**src/rtl/aet_pkg.sv**
```systemverilog
// Shared types, token and error codes and character constants for the
// arithmetic expression tokenizer. No dependencies.
`default_nettype none

package aet_pkg;

  // Default nesting limit; the depth register is eight bits wide
  localparam int unsigned MaxDepthDefault = 255;
  localparam int unsigned DepthWidth      = 8;

  // Request codes
  localparam logic OP_CHAR = 1'b0;
  localparam logic OP_END  = 1'b1;

  // Token kinds
  localparam logic [3:0] K_NUMBER = 4'd0;
  localparam logic [3:0] K_ABS    = 4'd1;
  localparam logic [3:0] K_NEG    = 4'd2;
  localparam logic [3:0] K_ADD    = 4'd3;
  localparam logic [3:0] K_SUB    = 4'd4;
  localparam logic [3:0] K_MUL    = 4'd5;
  localparam logic [3:0] K_DIV    = 4'd6;
  localparam logic [3:0] K_POW    = 4'd7;
  localparam logic [3:0] K_MOD    = 4'd8;
  localparam logic [3:0] K_OPEN   = 4'd9;
  localparam logic [3:0] K_CLOSE  = 4'd10;
  localparam logic [3:0] K_ERROR  = 4'd11;

  // Error codes
  localparam logic [2:0] E_NONE     = 3'd0;
  localparam logic [2:0] E_ILLEGAL  = 3'd1;
  localparam logic [2:0] E_UNCLOSE  = 3'd2;
  localparam logic [2:0] E_UNOPEN   = 3'd3;
  localparam logic [2:0] E_OVERFLOW = 3'd4;
  localparam logic [2:0] E_DEEP     = 3'd5;

  // Character codes
  localparam logic [7:0] CH_ZERO   = 8'h30;
  localparam logic [7:0] CH_NINE   = 8'h39;
  localparam logic [7:0] CH_PLUS   = 8'h2B;
  localparam logic [7:0] CH_MINUS  = 8'h2D;
  localparam logic [7:0] CH_STAR   = 8'h2A;
  localparam logic [7:0] CH_SLASH  = 8'h2F;
  localparam logic [7:0] CH_CARET  = 8'h5E;
  localparam logic [7:0] CH_PCENT  = 8'h25;
  localparam logic [7:0] CH_LPAREN = 8'h28;
  localparam logic [7:0] CH_RPAREN = 8'h29;
  localparam logic [7:0] CH_SPACE  = 8'h20;

  // One result token
  typedef struct packed {
    logic [3:0]  kind;
    logic [30:0] value;
    logic [2:0]  error_code;
    logic        last;
  } result_t;

  // Up to two tokens produced by one request, in stream order
  typedef struct packed {
    logic [1:0] count;
    result_t    first;
    result_t    second;
  } push_t;

endpackage

`default_nettype wire

```
**src/rtl/aet_char_if.sv**
```systemverilog
// Character request channel: valid/ready handshake with op and char_code.
// No dependencies.
`default_nettype none

interface aet_char_if;
  logic       valid;
  logic       ready;
  logic       op;
  logic [7:0] char_code;

  modport source (output valid, output op, output char_code, input ready);
  modport sink   (input valid, input op, input char_code, output ready);
endinterface

`default_nettype wire

```
**src/rtl/aet_tok_if.sv**
```systemverilog
// Token result channel: valid/ready handshake with the token fields.
// No dependencies.
`default_nettype none

interface aet_tok_if;
  logic        valid;
  logic        ready;
  logic [3:0]  kind;
  logic [30:0] value;
  logic [2:0]  error_code;
  logic        last;

  modport source (output valid, output kind, output value, output error_code,
                  output last, input ready);
  modport sink   (input valid, input kind, input value, input error_code,
                  input last, output ready);
endinterface

`default_nettype wire

```
**src/rtl/aet_lexer.sv**
```systemverilog
// Lexer state and per-character decode: turns one request into up to two
// tokens. Depends on aet_pkg and aet_char_if.
`default_nettype none

module aet_lexer #(
  parameter int unsigned MAX_DEPTH = aet_pkg::MaxDepthDefault
) (
  input  wire logic   clk,
  input  wire logic   rst,
  aet_char_if.sink    char_in,
  input  wire logic   room,
  output aet_pkg::push_t push
);

  localparam logic [aet_pkg::DepthWidth-1:0] DepthLimit =
    (MAX_DEPTH > 255) ? 8'd255 : MAX_DEPTH[aet_pkg::DepthWidth-1:0];

  logic [30:0] acc, acc_next;
  logic        in_num, in_num_next;
  logic        after_op, after_op_next;
  logic [aet_pkg::DepthWidth-1:0] depth, depth_next;
  logic        err, err_next;

  logic             accept;
  logic             is_digit;
  logic [3:0]       digit;
  logic [30:0]      base;
  logic [34:0]      v;
  logic             flush_v;
  logic             tok_v;
  aet_pkg::result_t num_res;
  aet_pkg::result_t tok;

  assign char_in.ready = room;
  assign accept        = char_in.valid & room;

  // Digits sit at 0x30 to 0x39, so the low nibble is the digit value
  assign digit      = char_in.char_code[3:0];
  assign is_digit   = (char_in.char_code >= aet_pkg::CH_ZERO) &&
                      (char_in.char_code <= aet_pkg::CH_NINE);
  assign base       = in_num ? acc : 31'd0;
  // Multiply by ten as two shifts, then add the digit
  assign v = ({4'd0, base} << 3) + ({4'd0, base} << 1) + {31'd0, digit};

  // Decode the request against the current state
  always_comb begin
    acc_next      = acc;
    in_num_next   = in_num;
    after_op_next = after_op;
    depth_next    = depth;
    err_next      = err;
    flush_v       = 1'b0;
    tok_v         = 1'b0;
    num_res       = '0;
    num_res.kind  = aet_pkg::K_NUMBER;
    num_res.value = acc;
    tok           = '0;

    if (char_in.op == aet_pkg::OP_END) begin
      if (!err) begin
        flush_v = in_num;
        if (depth != '0) begin
          tok_v          = 1'b1;
          tok.kind       = aet_pkg::K_ERROR;
          tok.error_code = aet_pkg::E_UNOPEN;
        end
      end
      acc_next      = '0;
      in_num_next   = 1'b0;
      after_op_next = 1'b1;
      depth_next    = '0;
      err_next      = 1'b0;
    end else if (err) begin
      // drop everything until the end request
    end else if (is_digit) begin
      after_op_next = 1'b0;
      if (v[34:31] != 4'd0) begin
        acc_next       = '0;
        in_num_next    = 1'b0;
        err_next       = 1'b1;
        tok_v          = 1'b1;
        tok.kind       = aet_pkg::K_ERROR;
        tok.error_code = aet_pkg::E_OVERFLOW;
      end else begin
        acc_next    = v[30:0];
        in_num_next = 1'b1;
      end
    end else begin
      flush_v     = in_num;
      acc_next    = '0;
      in_num_next = 1'b0;
      unique case (char_in.char_code)
        aet_pkg::CH_PLUS: begin
          tok_v         = 1'b1;
          tok.kind      = after_op ? aet_pkg::K_ABS : aet_pkg::K_ADD;
          after_op_next = 1'b1;
        end
        aet_pkg::CH_MINUS: begin
          tok_v         = 1'b1;
          tok.kind      = after_op ? aet_pkg::K_NEG : aet_pkg::K_SUB;
          after_op_next = 1'b1;
        end
        aet_pkg::CH_STAR: begin
          tok_v         = 1'b1;
          tok.kind      = aet_pkg::K_MUL;
          after_op_next = 1'b1;
        end
        aet_pkg::CH_SLASH: begin
          tok_v         = 1'b1;
          tok.kind      = aet_pkg::K_DIV;
          after_op_next = 1'b1;
        end
        aet_pkg::CH_CARET: begin
          tok_v         = 1'b1;
          tok.kind      = aet_pkg::K_POW;
          after_op_next = 1'b1;
        end
        aet_pkg::CH_PCENT: begin
          tok_v         = 1'b1;
          tok.kind      = aet_pkg::K_MOD;
          after_op_next = 1'b1;
        end
        aet_pkg::CH_LPAREN: begin
          tok_v = 1'b1;
          if (depth >= DepthLimit) begin
            tok.kind       = aet_pkg::K_ERROR;
            tok.error_code = aet_pkg::E_DEEP;
            err_next       = 1'b1;
          end else begin
            tok.kind      = aet_pkg::K_OPEN;
            depth_next    = depth + 8'd1;
            after_op_next = 1'b1;
          end
        end
        aet_pkg::CH_RPAREN: begin
          tok_v = 1'b1;
          if (depth == '0) begin
            tok.kind       = aet_pkg::K_ERROR;
            tok.error_code = aet_pkg::E_UNCLOSE;
            err_next       = 1'b1;
          end else begin
            tok.kind      = aet_pkg::K_CLOSE;
            depth_next    = depth - 8'd1;
            after_op_next = 1'b0;
          end
        end
        aet_pkg::CH_SPACE: begin
          // ends a pending number only
        end
        default: begin
          tok_v          = 1'b1;
          tok.kind       = aet_pkg::K_ERROR;
          tok.value      = {23'd0, char_in.char_code};
          tok.error_code = aet_pkg::E_ILLEGAL;
          err_next       = 1'b1;
        end
      endcase
    end
  end

  // Pack the number token ahead of the character's token
  always_comb begin
    push = '0;
    if (flush_v) begin
      push.first  = num_res;
      push.second = tok;
      push.count  = tok_v ? 2'd2 : 2'd1;
    end else begin
      push.first  = tok;
      push.second = tok;
      push.count  = tok_v ? 2'd1 : 2'd0;
    end
    push.first.last  = (push.count == 2'd1);
    push.second.last = 1'b1;
    if (!accept) begin
      push.count = 2'd0;
    end
  end

  // Hold lexer state; advance on each accepted request
  always_ff @(posedge clk) begin
    if (rst) begin
      acc      <= '0;
      in_num   <= 1'b0;
      after_op <= 1'b1;
      depth    <= '0;
      err      <= 1'b0;
    end else if (accept) begin
      acc      <= acc_next;
      in_num   <= in_num_next;
      after_op <= after_op_next;
      depth    <= depth_next;
      err      <= err_next;
    end
  end

endmodule

`default_nettype wire

```
**src/rtl/aet_out_buf.sv**
```systemverilog
// Four-entry result queue: takes up to two tokens a cycle, hands out one.
// Depends on aet_pkg and aet_tok_if.
`default_nettype none

module aet_out_buf (
  input  wire logic          clk,
  input  wire logic          rst,
  input  wire aet_pkg::push_t push,
  output logic               room,
  aet_tok_if.source          tok_out
);

  aet_pkg::result_t entries [4];
  logic [1:0] wr_ptr;
  logic [1:0] rd_ptr;
  logic [2:0] count;
  logic [2:0] count_next;
  logic       pop;
  aet_pkg::result_t head;

  // Leave space for a two-token request
  assign room = (count <= 3'd2);

  assign head               = entries[rd_ptr];
  assign tok_out.valid      = (count != 3'd0);
  assign tok_out.kind       = head.kind;
  assign tok_out.value      = head.value;
  assign tok_out.error_code = head.error_code;
  assign tok_out.last       = head.last;

  assign pop        = tok_out.valid & tok_out.ready;
  assign count_next = count + {1'b0, push.count} - {2'd0, pop};

  // Store pushed tokens
  always_ff @(posedge clk) begin
    if (push.count != 2'd0) begin
      entries[wr_ptr] <= push.first;
    end
    if (push.count == 2'd2) begin
      entries[wr_ptr + 2'd1] <= push.second;
    end
  end

  // Advance pointers and fill level
  always_ff @(posedge clk) begin
    if (rst) begin
      wr_ptr <= '0;
      rd_ptr <= '0;
      count  <= '0;
    end else begin
      wr_ptr <= wr_ptr + push.count;
      rd_ptr <= rd_ptr + {1'b0, pop};
      count  <= count_next;
    end
  end

endmodule

`default_nettype wire

```
**src/rtl/arithmetic_expression_tokenizer_core.sv**
```systemverilog
// Arithmetic expression tokenizer: one character request per cycle in, tokens out.
// Each token is registered in the result queue before it is offered on tok_out.
// Throughput: one request per cycle while the four-entry result queue has space
// for two tokens; requests that give two tokens drain at one token per cycle.
// Reset (rst, synchronous): clears lexer state and empties the result queue.
// Depends on aet_pkg, aet_char_if, aet_tok_if, aet_lexer, aet_out_buf.
`default_nettype none

module arithmetic_expression_tokenizer_core #(
  parameter int unsigned MAX_DEPTH = aet_pkg::MaxDepthDefault
) (
  input  wire logic clk,
  input  wire logic rst,
  aet_char_if.sink  tok_in,
  aet_tok_if.source tok_out
);

  aet_pkg::push_t push;
  logic           room;

  // Decode requests and keep lexer state
  aet_lexer #(
    .MAX_DEPTH(MAX_DEPTH)
  ) u_lexer (
    .clk     (clk),
    .rst     (rst),
    .char_in (tok_in),
    .room    (room),
    .push    (push)
  );

  // Queue tokens towards the output
  aet_out_buf u_out_buf (
    .clk     (clk),
    .rst     (rst),
    .push    (push),
    .room    (room),
    .tok_out (tok_out)
  );

endmodule

`default_nettype wire

```
**src/flat_wrapper.sv**
```systemverilog
// flat-port wrapper written by rule: the top's interface ports become plain ports
module arithmetic_expression_tokenizer_core_flat 
#(
  parameter int unsigned MAX_DEPTH = aet_pkg::MaxDepthDefault
)
  (clk, rst, tok_in_valid, tok_in_op, tok_in_char_code, tok_in_ready, tok_out_valid, tok_out_kind, tok_out_value, tok_out_error_code, tok_out_last, tok_out_ready);
  aet_char_if tok_in_i ();
  aet_tok_if tok_out_i ();
  input  wire logic clk;
  input  wire logic rst;
  input wire logic [$bits(tok_in_i.valid)-1:0] tok_in_valid;
  input wire logic [$bits(tok_in_i.op)-1:0] tok_in_op;
  input wire logic [$bits(tok_in_i.char_code)-1:0] tok_in_char_code;
  output wire logic [$bits(tok_in_i.ready)-1:0] tok_in_ready;
  output wire logic [$bits(tok_out_i.valid)-1:0] tok_out_valid;
  output wire logic [$bits(tok_out_i.kind)-1:0] tok_out_kind;
  output wire logic [$bits(tok_out_i.value)-1:0] tok_out_value;
  output wire logic [$bits(tok_out_i.error_code)-1:0] tok_out_error_code;
  output wire logic [$bits(tok_out_i.last)-1:0] tok_out_last;
  input wire logic [$bits(tok_out_i.ready)-1:0] tok_out_ready;
  assign tok_in_i.valid = tok_in_valid;
  assign tok_in_i.op = tok_in_op;
  assign tok_in_i.char_code = tok_in_char_code;
  assign tok_in_ready = tok_in_i.ready;
  assign tok_out_valid = tok_out_i.valid;
  assign tok_out_kind = tok_out_i.kind;
  assign tok_out_value = tok_out_i.value;
  assign tok_out_error_code = tok_out_i.error_code;
  assign tok_out_last = tok_out_i.last;
  assign tok_out_i.ready = tok_out_ready;
  arithmetic_expression_tokenizer_core #(.MAX_DEPTH(MAX_DEPTH)) u_core (.clk(clk), .rst(rst), .tok_in(tok_in_i), .tok_out(tok_out_i));
endmodule
```
**config.mk**
```make
export PLATFORM = sky130hd
export DESIGN_NAME = arithmetic_expression_tokenizer_core_flat
export DESIGN_NICKNAME = d
export VERILOG_FILES = /design/src/rtl/aet_pkg.sv /design/src/rtl/aet_char_if.sv /design/src/rtl/aet_tok_if.sv /design/src/rtl/aet_lexer.sv /design/src/rtl/aet_out_buf.sv /design/src/rtl/arithmetic_expression_tokenizer_core.sv /design/src/flat_wrapper.sv
export SDC_FILE = /design/constraint.sdc
export NUM_CORES = 1
export LEC_CHECK = 0
export ABC_AREA = 1
export CAP_MARGIN = 25
export CORE_ASPECT_RATIO = 0.9
export CORE_MARGIN = 5
export CORE_UTILIZATION = 54
export DETAILED_ROUTE_END_ITERATION = 12
export DONT_BUFFER_PORTS = 1
export PLACE_DENSITY_LB_ADDON = 0.1
export REMOVE_ABC_BUFFERS = 1
export SYNTH_ARGS = -nofsm -noshare
export SYNTH_HDL_FRONTEND = slang
export SYNTH_SLANG_ARGS = --single-unit
```
**constraint.sdc**
```tcl
create_clock -name clk -period 7.35 [get_ports clk]
set_input_delay 1.8375 -clock clk [delete_from_list [all_inputs] [get_ports clk]]
set_output_delay 1.8375 -clock clk [all_outputs]
set_load 0.01 [all_outputs]
```
# After elaboration in Yosys (flattened, before gate mapping)
# Memory sizes are Yosys's and may differ from the RTL's. A register that Yosys moved wholly into a read port is not among the register bits.
# Index checks and enable logic that the tools add are counted.
# word_totals
ff_bits	49
ramBits	156
in_bits	13
output_inout_bits	41
wordCells	124
memories	1
# classes
addsub	9
n_lt_le_gt_ge	4
eq_ne	17
mux	69
n_bitwise	2
reduce_logical	14
# mem_list
name	depth	width	read_ports	rd_clocked_by_memory_dff	wr	line	source
u_core.u_out_buf.entries	4	39	1	1	2	aet_out_buf.sv:13	aet_pkg::result_t entries [4];
# op_table
operator	n
31-bit 2-to-1 mux	6
80-bit 2-to-1 mux	1
8-bit by 6-bit equality test with 1-bit output (second input constant)	8
8-bit 2-to-1 mux	7
38-bit 2-to-1 mux	1
4-bit case mux with 9 select lines	1
34-bit by 32-bit adder with 35-bit output	1
35-bit by 4-bit adder with 35-bit output	1
1-bit 2-to-1 mux	31
4-bit 2-to-1 mux	5
2-bit 2-to-1 mux	8
8-bit case mux with 2 select lines	1
3-bit 2-to-1 mux	5
3-bit case mux with 3 select lines	1
9-bit OR reduction	1
8-bit by 1-bit adder with 8-bit output (second input constant)	1
8-bit by 7-bit equality test with 1-bit output (second input constant)	1
8-bit by 6-bit >= comparator with 1-bit output (second input constant)	1
8-bit >= comparator (second input constant)	1
8-bit by 6-bit less-or-equal comparator with 1-bit output (second input constant)	1
8-bit logical NOT	1
4-bit inequality test (second input constant)	2
8-bit nonzero test	1
8-bit by 1-bit subtractor with 8-bit output (second input constant)	1
22 further kinds	27

# Depth between registers and ports, before layout
# logic_depth
ltp_word	14
mapped_depth	32
ltp_nobuf	30

# Hierarchy
# From an unflattened synthesis, not the netlist that was laid out.
# hier_totals
cells_unflattened	1830
hier_area_um2	13748.2
# modules_own_cells
module	instances	cells_each	area_each_um2
aet_out_buf	1	819	7890.1
aet_lexer	1	1011	5858.1

# Worst setup path before layout
# OpenSTA, ideal clock, no wires.
# synth_path
path_kind	input to register
startpoint	input port tok_in_char_code[3]
endpoint	memory u_core.u_out_buf.entries[2][10] (netlist name) (enable)
setup_ns	0.366
arrival_ns	5.423
t_required_ns	6.984
slack_ns	1.561
cell_stages	25
path_buffers	2
cell_sequence	xor2_1 inv_1 ha_1 fa_1 nand2_1 nand2_1 nand3_1 nand2_1 nand2_1 nand2_1 nand2_1 nand2_1 a21oi_1 nand2_2 nor2_8 buf_6 o31ai_1 ha_1 inv_1 nor2_1 nor2_2 nor2_4 clkinv_1 clkbuf_1 nand2_1
# synth_lines
element	line	source
start: declaration	flat_wrapper.sv:13	input wire logic [$bits(tok_in_i.char_code)-1:0] tok_in_char_code;
end: declaration	aet_out_buf.sv:13	

==> impl_summary.log <==
INFO  metric drv_cap = 0
INFO  metric row_count = approximately 50
INFO  metric route.detailed.vias_per_inst = between 5 and 6
INFO  metric run_status = finished clean
INFO  metric slew-limit-headroom = 0.354
INFO  metric cellPowerDensity = between 200 and 250 nW/µm²
INFO  metric seq_power_share = 0.403
INFO  metric timing.critical_path.fanout_max = 52
INFO  metric final_layout_size_suffix_gt1_frac = 0.0640
INFO  metric syn2layout_area_growth = 7.74%
INFO  metric chipHeight = ~150 µm
INFO  metric max_freq = between 0.15 and 0.2 GHz
INFO  metric number_of_vias_in_the_routed_layout = approximately 11,000
INFO  metric min_period = about 5700 ps
INFO  metric finalHoldViolCount = 0
INFO  metric worst_hold_path_type = reg2reg
INFO  metric place_area = 12,100 µm²
INFO  metric netlist.area_leader.share = 0.243
INFO  metric num_io_pins = 54
INFO  metric ant_nets = 0
INFO  metric endpoint_kind = flip-flop
INFO  metric synth.top_cells.by_count = 310 x nand2_1, 211 x o21ai_0, 173 x nor2_1
INFO  metric detail_route.wl_per_cell = roughly 17 µm
INFO  metric drt_drc_violations_left = 0
INFO  metric worst_pin_slew = between 900 and 1000 ps
INFO  metric post-dp-hpwl = 22,900 µm
INFO  metric period_share = 0.780
INFO  metric post-synth-top-area-cell = dfxtp_1
INFO  metric fin_clk_skew = roughly 22 ps
INFO  metric synth_top_flop_cell = dfxtp_1
INFO  metric switching_power = about 0.98 mW
INFO  metric required = around 7600 ps
INFO  metric syn_area_per_cell = between 7 and 8 µm²
INFO  metric post-cts-setup-buffer-count = 0
INFO  metric drt_pass1_iterations = 5
INFO  metric cellInternalPower = ~2 mW
INFO  metric post_route_setup_tns = 0 ps
INFO  metric critPathKind = in2reg
INFO  metric clock_net_sink_count = 205
INFO  metric start_kind = input port
INFO  metric cts.path.max_buffers = 3
INFO  metric whs = between 400 and 500 ps
INFO  metric finalWirelength = approximately 33,000 µm
INFO  metric synth_enable_flop_cells = 60
INFO  metric yosys.cell_types.count = 43
INFO  metric tritoncts_buffers = 23
INFO  metric report.power.total = approximately 3.0 mW
INFO  metric tritoncts = built
INFO  metric port_buffers = 0
INFO  metric clk_root_buffer_cell = clkbuf_16
INFO  metric report.final.slew_viol_count = 0
INFO  metric cell_count_after_synthesis = ~1,600
INFO  metric holdBufCountCts = 0
INFO  metric floorplan.core_area = ~22,000 µm²
INFO  metric critPathArrivalTime = approximately 6000 ps
INFO  metric drt_iter0_drc = approximately 1,100
INFO  metric post-route-cell-area = approximately 13,000 µm²
INFO  metric netlist_top_cells_area = dfxtp_1 24%, edfxtp_1 15%, nand2_1 9.7%
INFO  metric synth-seq-cells = 205
INFO  metric num-nets-final = between 1,500 and 2,000
INFO  metric fp.dieArea = ~25,000 µm²
INFO  metric layout.core_utilization = 0.594
INFO  metric post_synth_instance_area = about 12,000 µm²
INFO  metric clock_network_latency_to_the_later_pin_of_the_worst_skew_pair = 520 ps
INFO  metric clk_transition_reported_paths = about 60 ps
INFO  metric synthMostInstantiatedCell = nand2_1
INFO  metric grt_overflow_total = 0
INFO  metric grt_max_degree = 80
INFO  metric clock_tree.htree_level_count = 1
INFO  metric place.gp.congestion = between 0.9 and 1
INFO  metric post_cts_resized = 0
INFO  metric grt_pass1_vias = 10,000
INFO  metric worst_supply_voltage_drop_on_vdd = 165 µV
INFO  metric clkPwrFrac = 0.382
INFO  metric final-setup-viol-count = 0
INFO  metric static-leakage-power = between 5 and 6 nW
INFO  metric grtUsageTotal = 0.253
INFO  metric portion_of_the_post_synthesis_area_used_by_sequential_elements = 0.393
INFO  metric power.combinational.fraction = 0.214
INFO  metric antenna_cells_inserted = 0
INFO  metric rsz0062_at_grt = false
INFO  metric power_switching_share = 0.325
INFO  metric postSynth.asyncResetShare = 0
INFO  metric grt_pass1_wl = 53,000 µm
INFO  metric chipWidth = around 170 µm
INFO  metric ys_warn_count = 0
INFO  metric initial_antenna_violation_count = 0
INFO  metric start_util = 0.552
## final timing paths
check                                  from                         endpoint  slack (ps)  cells past startpoint
max                     tok_in_char_code[3]  u_core.u_out_buf.entries[0][37]        1610                     26
min          u_core.u_out_buf.entries[1][0]   u_core.u_out_buf.entries[1][0]         470                      2
max reg2reg           u_core.u_lexer.in_num  u_core.u_out_buf.entries[0][37]        1730                     27
min reg2reg  u_core.u_out_buf.entries[1][0]   u_core.u_out_buf.entries[1][0]         470                      2
## through the flow
| step | instances | setup slack (ps) |
|---|---|---|
| final | 1917 | 1610 |
| after global routing | 1917 | 1250 |
| after CTS | 1917 | 1600 |
| after detailed placement | 1875 | 1120 |
| after global placement | 1875 | 1230 |
| after floorplan | 1568 | 890 |
## critical path, cell delays in order
cell and delay, ps:
xor2_1 130, inv_1 60, ha_1 310, fa_1 440
nand2_1 100, nand2_1 90, nand3_1 80, nand2_1 100
nand2_1 80, nand2_1 110, nand2_1 110, nand2_1 60
a21oi_1 160, nand2_2 110, nor2_8 90, o31ai_1 80
ha_1 350, inv_1 110, nor2_1 90, nor2_2 290
nor2_2 130, inv_2 80, buf_4 470, o21ai_0 160
inv_1 260, nor2_1 80
## cells in the final DEF (no fill, tap or decap), types with 8 or more instances in the layout
cell type	netlist	layout
o21ai_0	211	211
buf_4	0	16
a21oi_1	101	101
xnor2_1	10	10
edfxtp_1	60	60
dfxtp_1	145	144
inv_1	142	141
or2_2	9	9
xor2_1	21	21
nand2_1	310	310
nor2_1	173	172
inv_2	21	22
nor3_1	10	9
clkbuf_16	0	24
o22ai_1	51	51
nor2_2	7	8
ha_1	73	73
nand3_1	170	170
nand4_1	13	13
## power groups by stage
| stage | Combinational [mW] | Sequential, mW | Clock, mW |
|---|---|---|---|
| floorplan | 0.422 | 1.27 | 0 |
| global placement | 0.642 | 1.25 | 0 |
| detailed placement | 0.650 | 1.25 | 0 |
| CTS | 0.650 | 1.22 | 1.17 |
| global route | 0.715 | 1.22 | 1.22 |
| finish | 0.648 | 1.22 | 1.16 |
## sequential cells by signal (all words and copies together), names as in the netlist
register	flops
u_core.u_lexer.acc	31
u_core.u_lexer.after_op	1
u_core.u_lexer.depth	8
u_core.u_lexer.err	1
u_core.u_lexer.in_num	1
u_core.u_out_buf.count	3
u_core.u_out_buf.entries	156
u_core.u_out_buf.rd_ptr	2
u_core.u_out_buf.wr_ptr	2
## kinds of logic after synthesis
| group | after synthesis | synth area share |
|---|---|---|
| and+or+nand+nor | 707 | 0.253 |
| AOI/OAI and AO/OA | 385 | 0.171 |
| buffers and inverters | 245 | 0.0795 |
| DFF | 205 | 0.393 |
| adders and majority gates | 76 | 0.0813 |
| xor gates and xnor gates | 31 | 0.0227 |
## final cells by class
type | instances | area [µm²]
fill | 2062 | 8800
multi-input combinational | 1199 | 6320
sequential | 205 | 4710
clock buffer | 36 | 687
inverter | 164 | 616
tap | 291 | 364
timing repair buffer | 16 | 120
clock inverter | 6 | 81.3
## routing by layer
| metal | GRT usage | part of all wire | routed length (µm) | up-vias |
|---|---|---|---|---|
| met3 | 0.0378 | 0.073 | 2410 | 40 |
| met1 | 0.381 | 0.49 | 16100 | 5073 |
| met2 | 0.389 | 0.42 | 14000 | 422 |
| met5 | 0.0158 | 0.0014 | 46 | - |
| li1 | - | - | - | 5482 |
| met4 | 0.0491 | 0.015 | 500 | 2 |
Note: power is estimated with default switching activity, not from simulation.
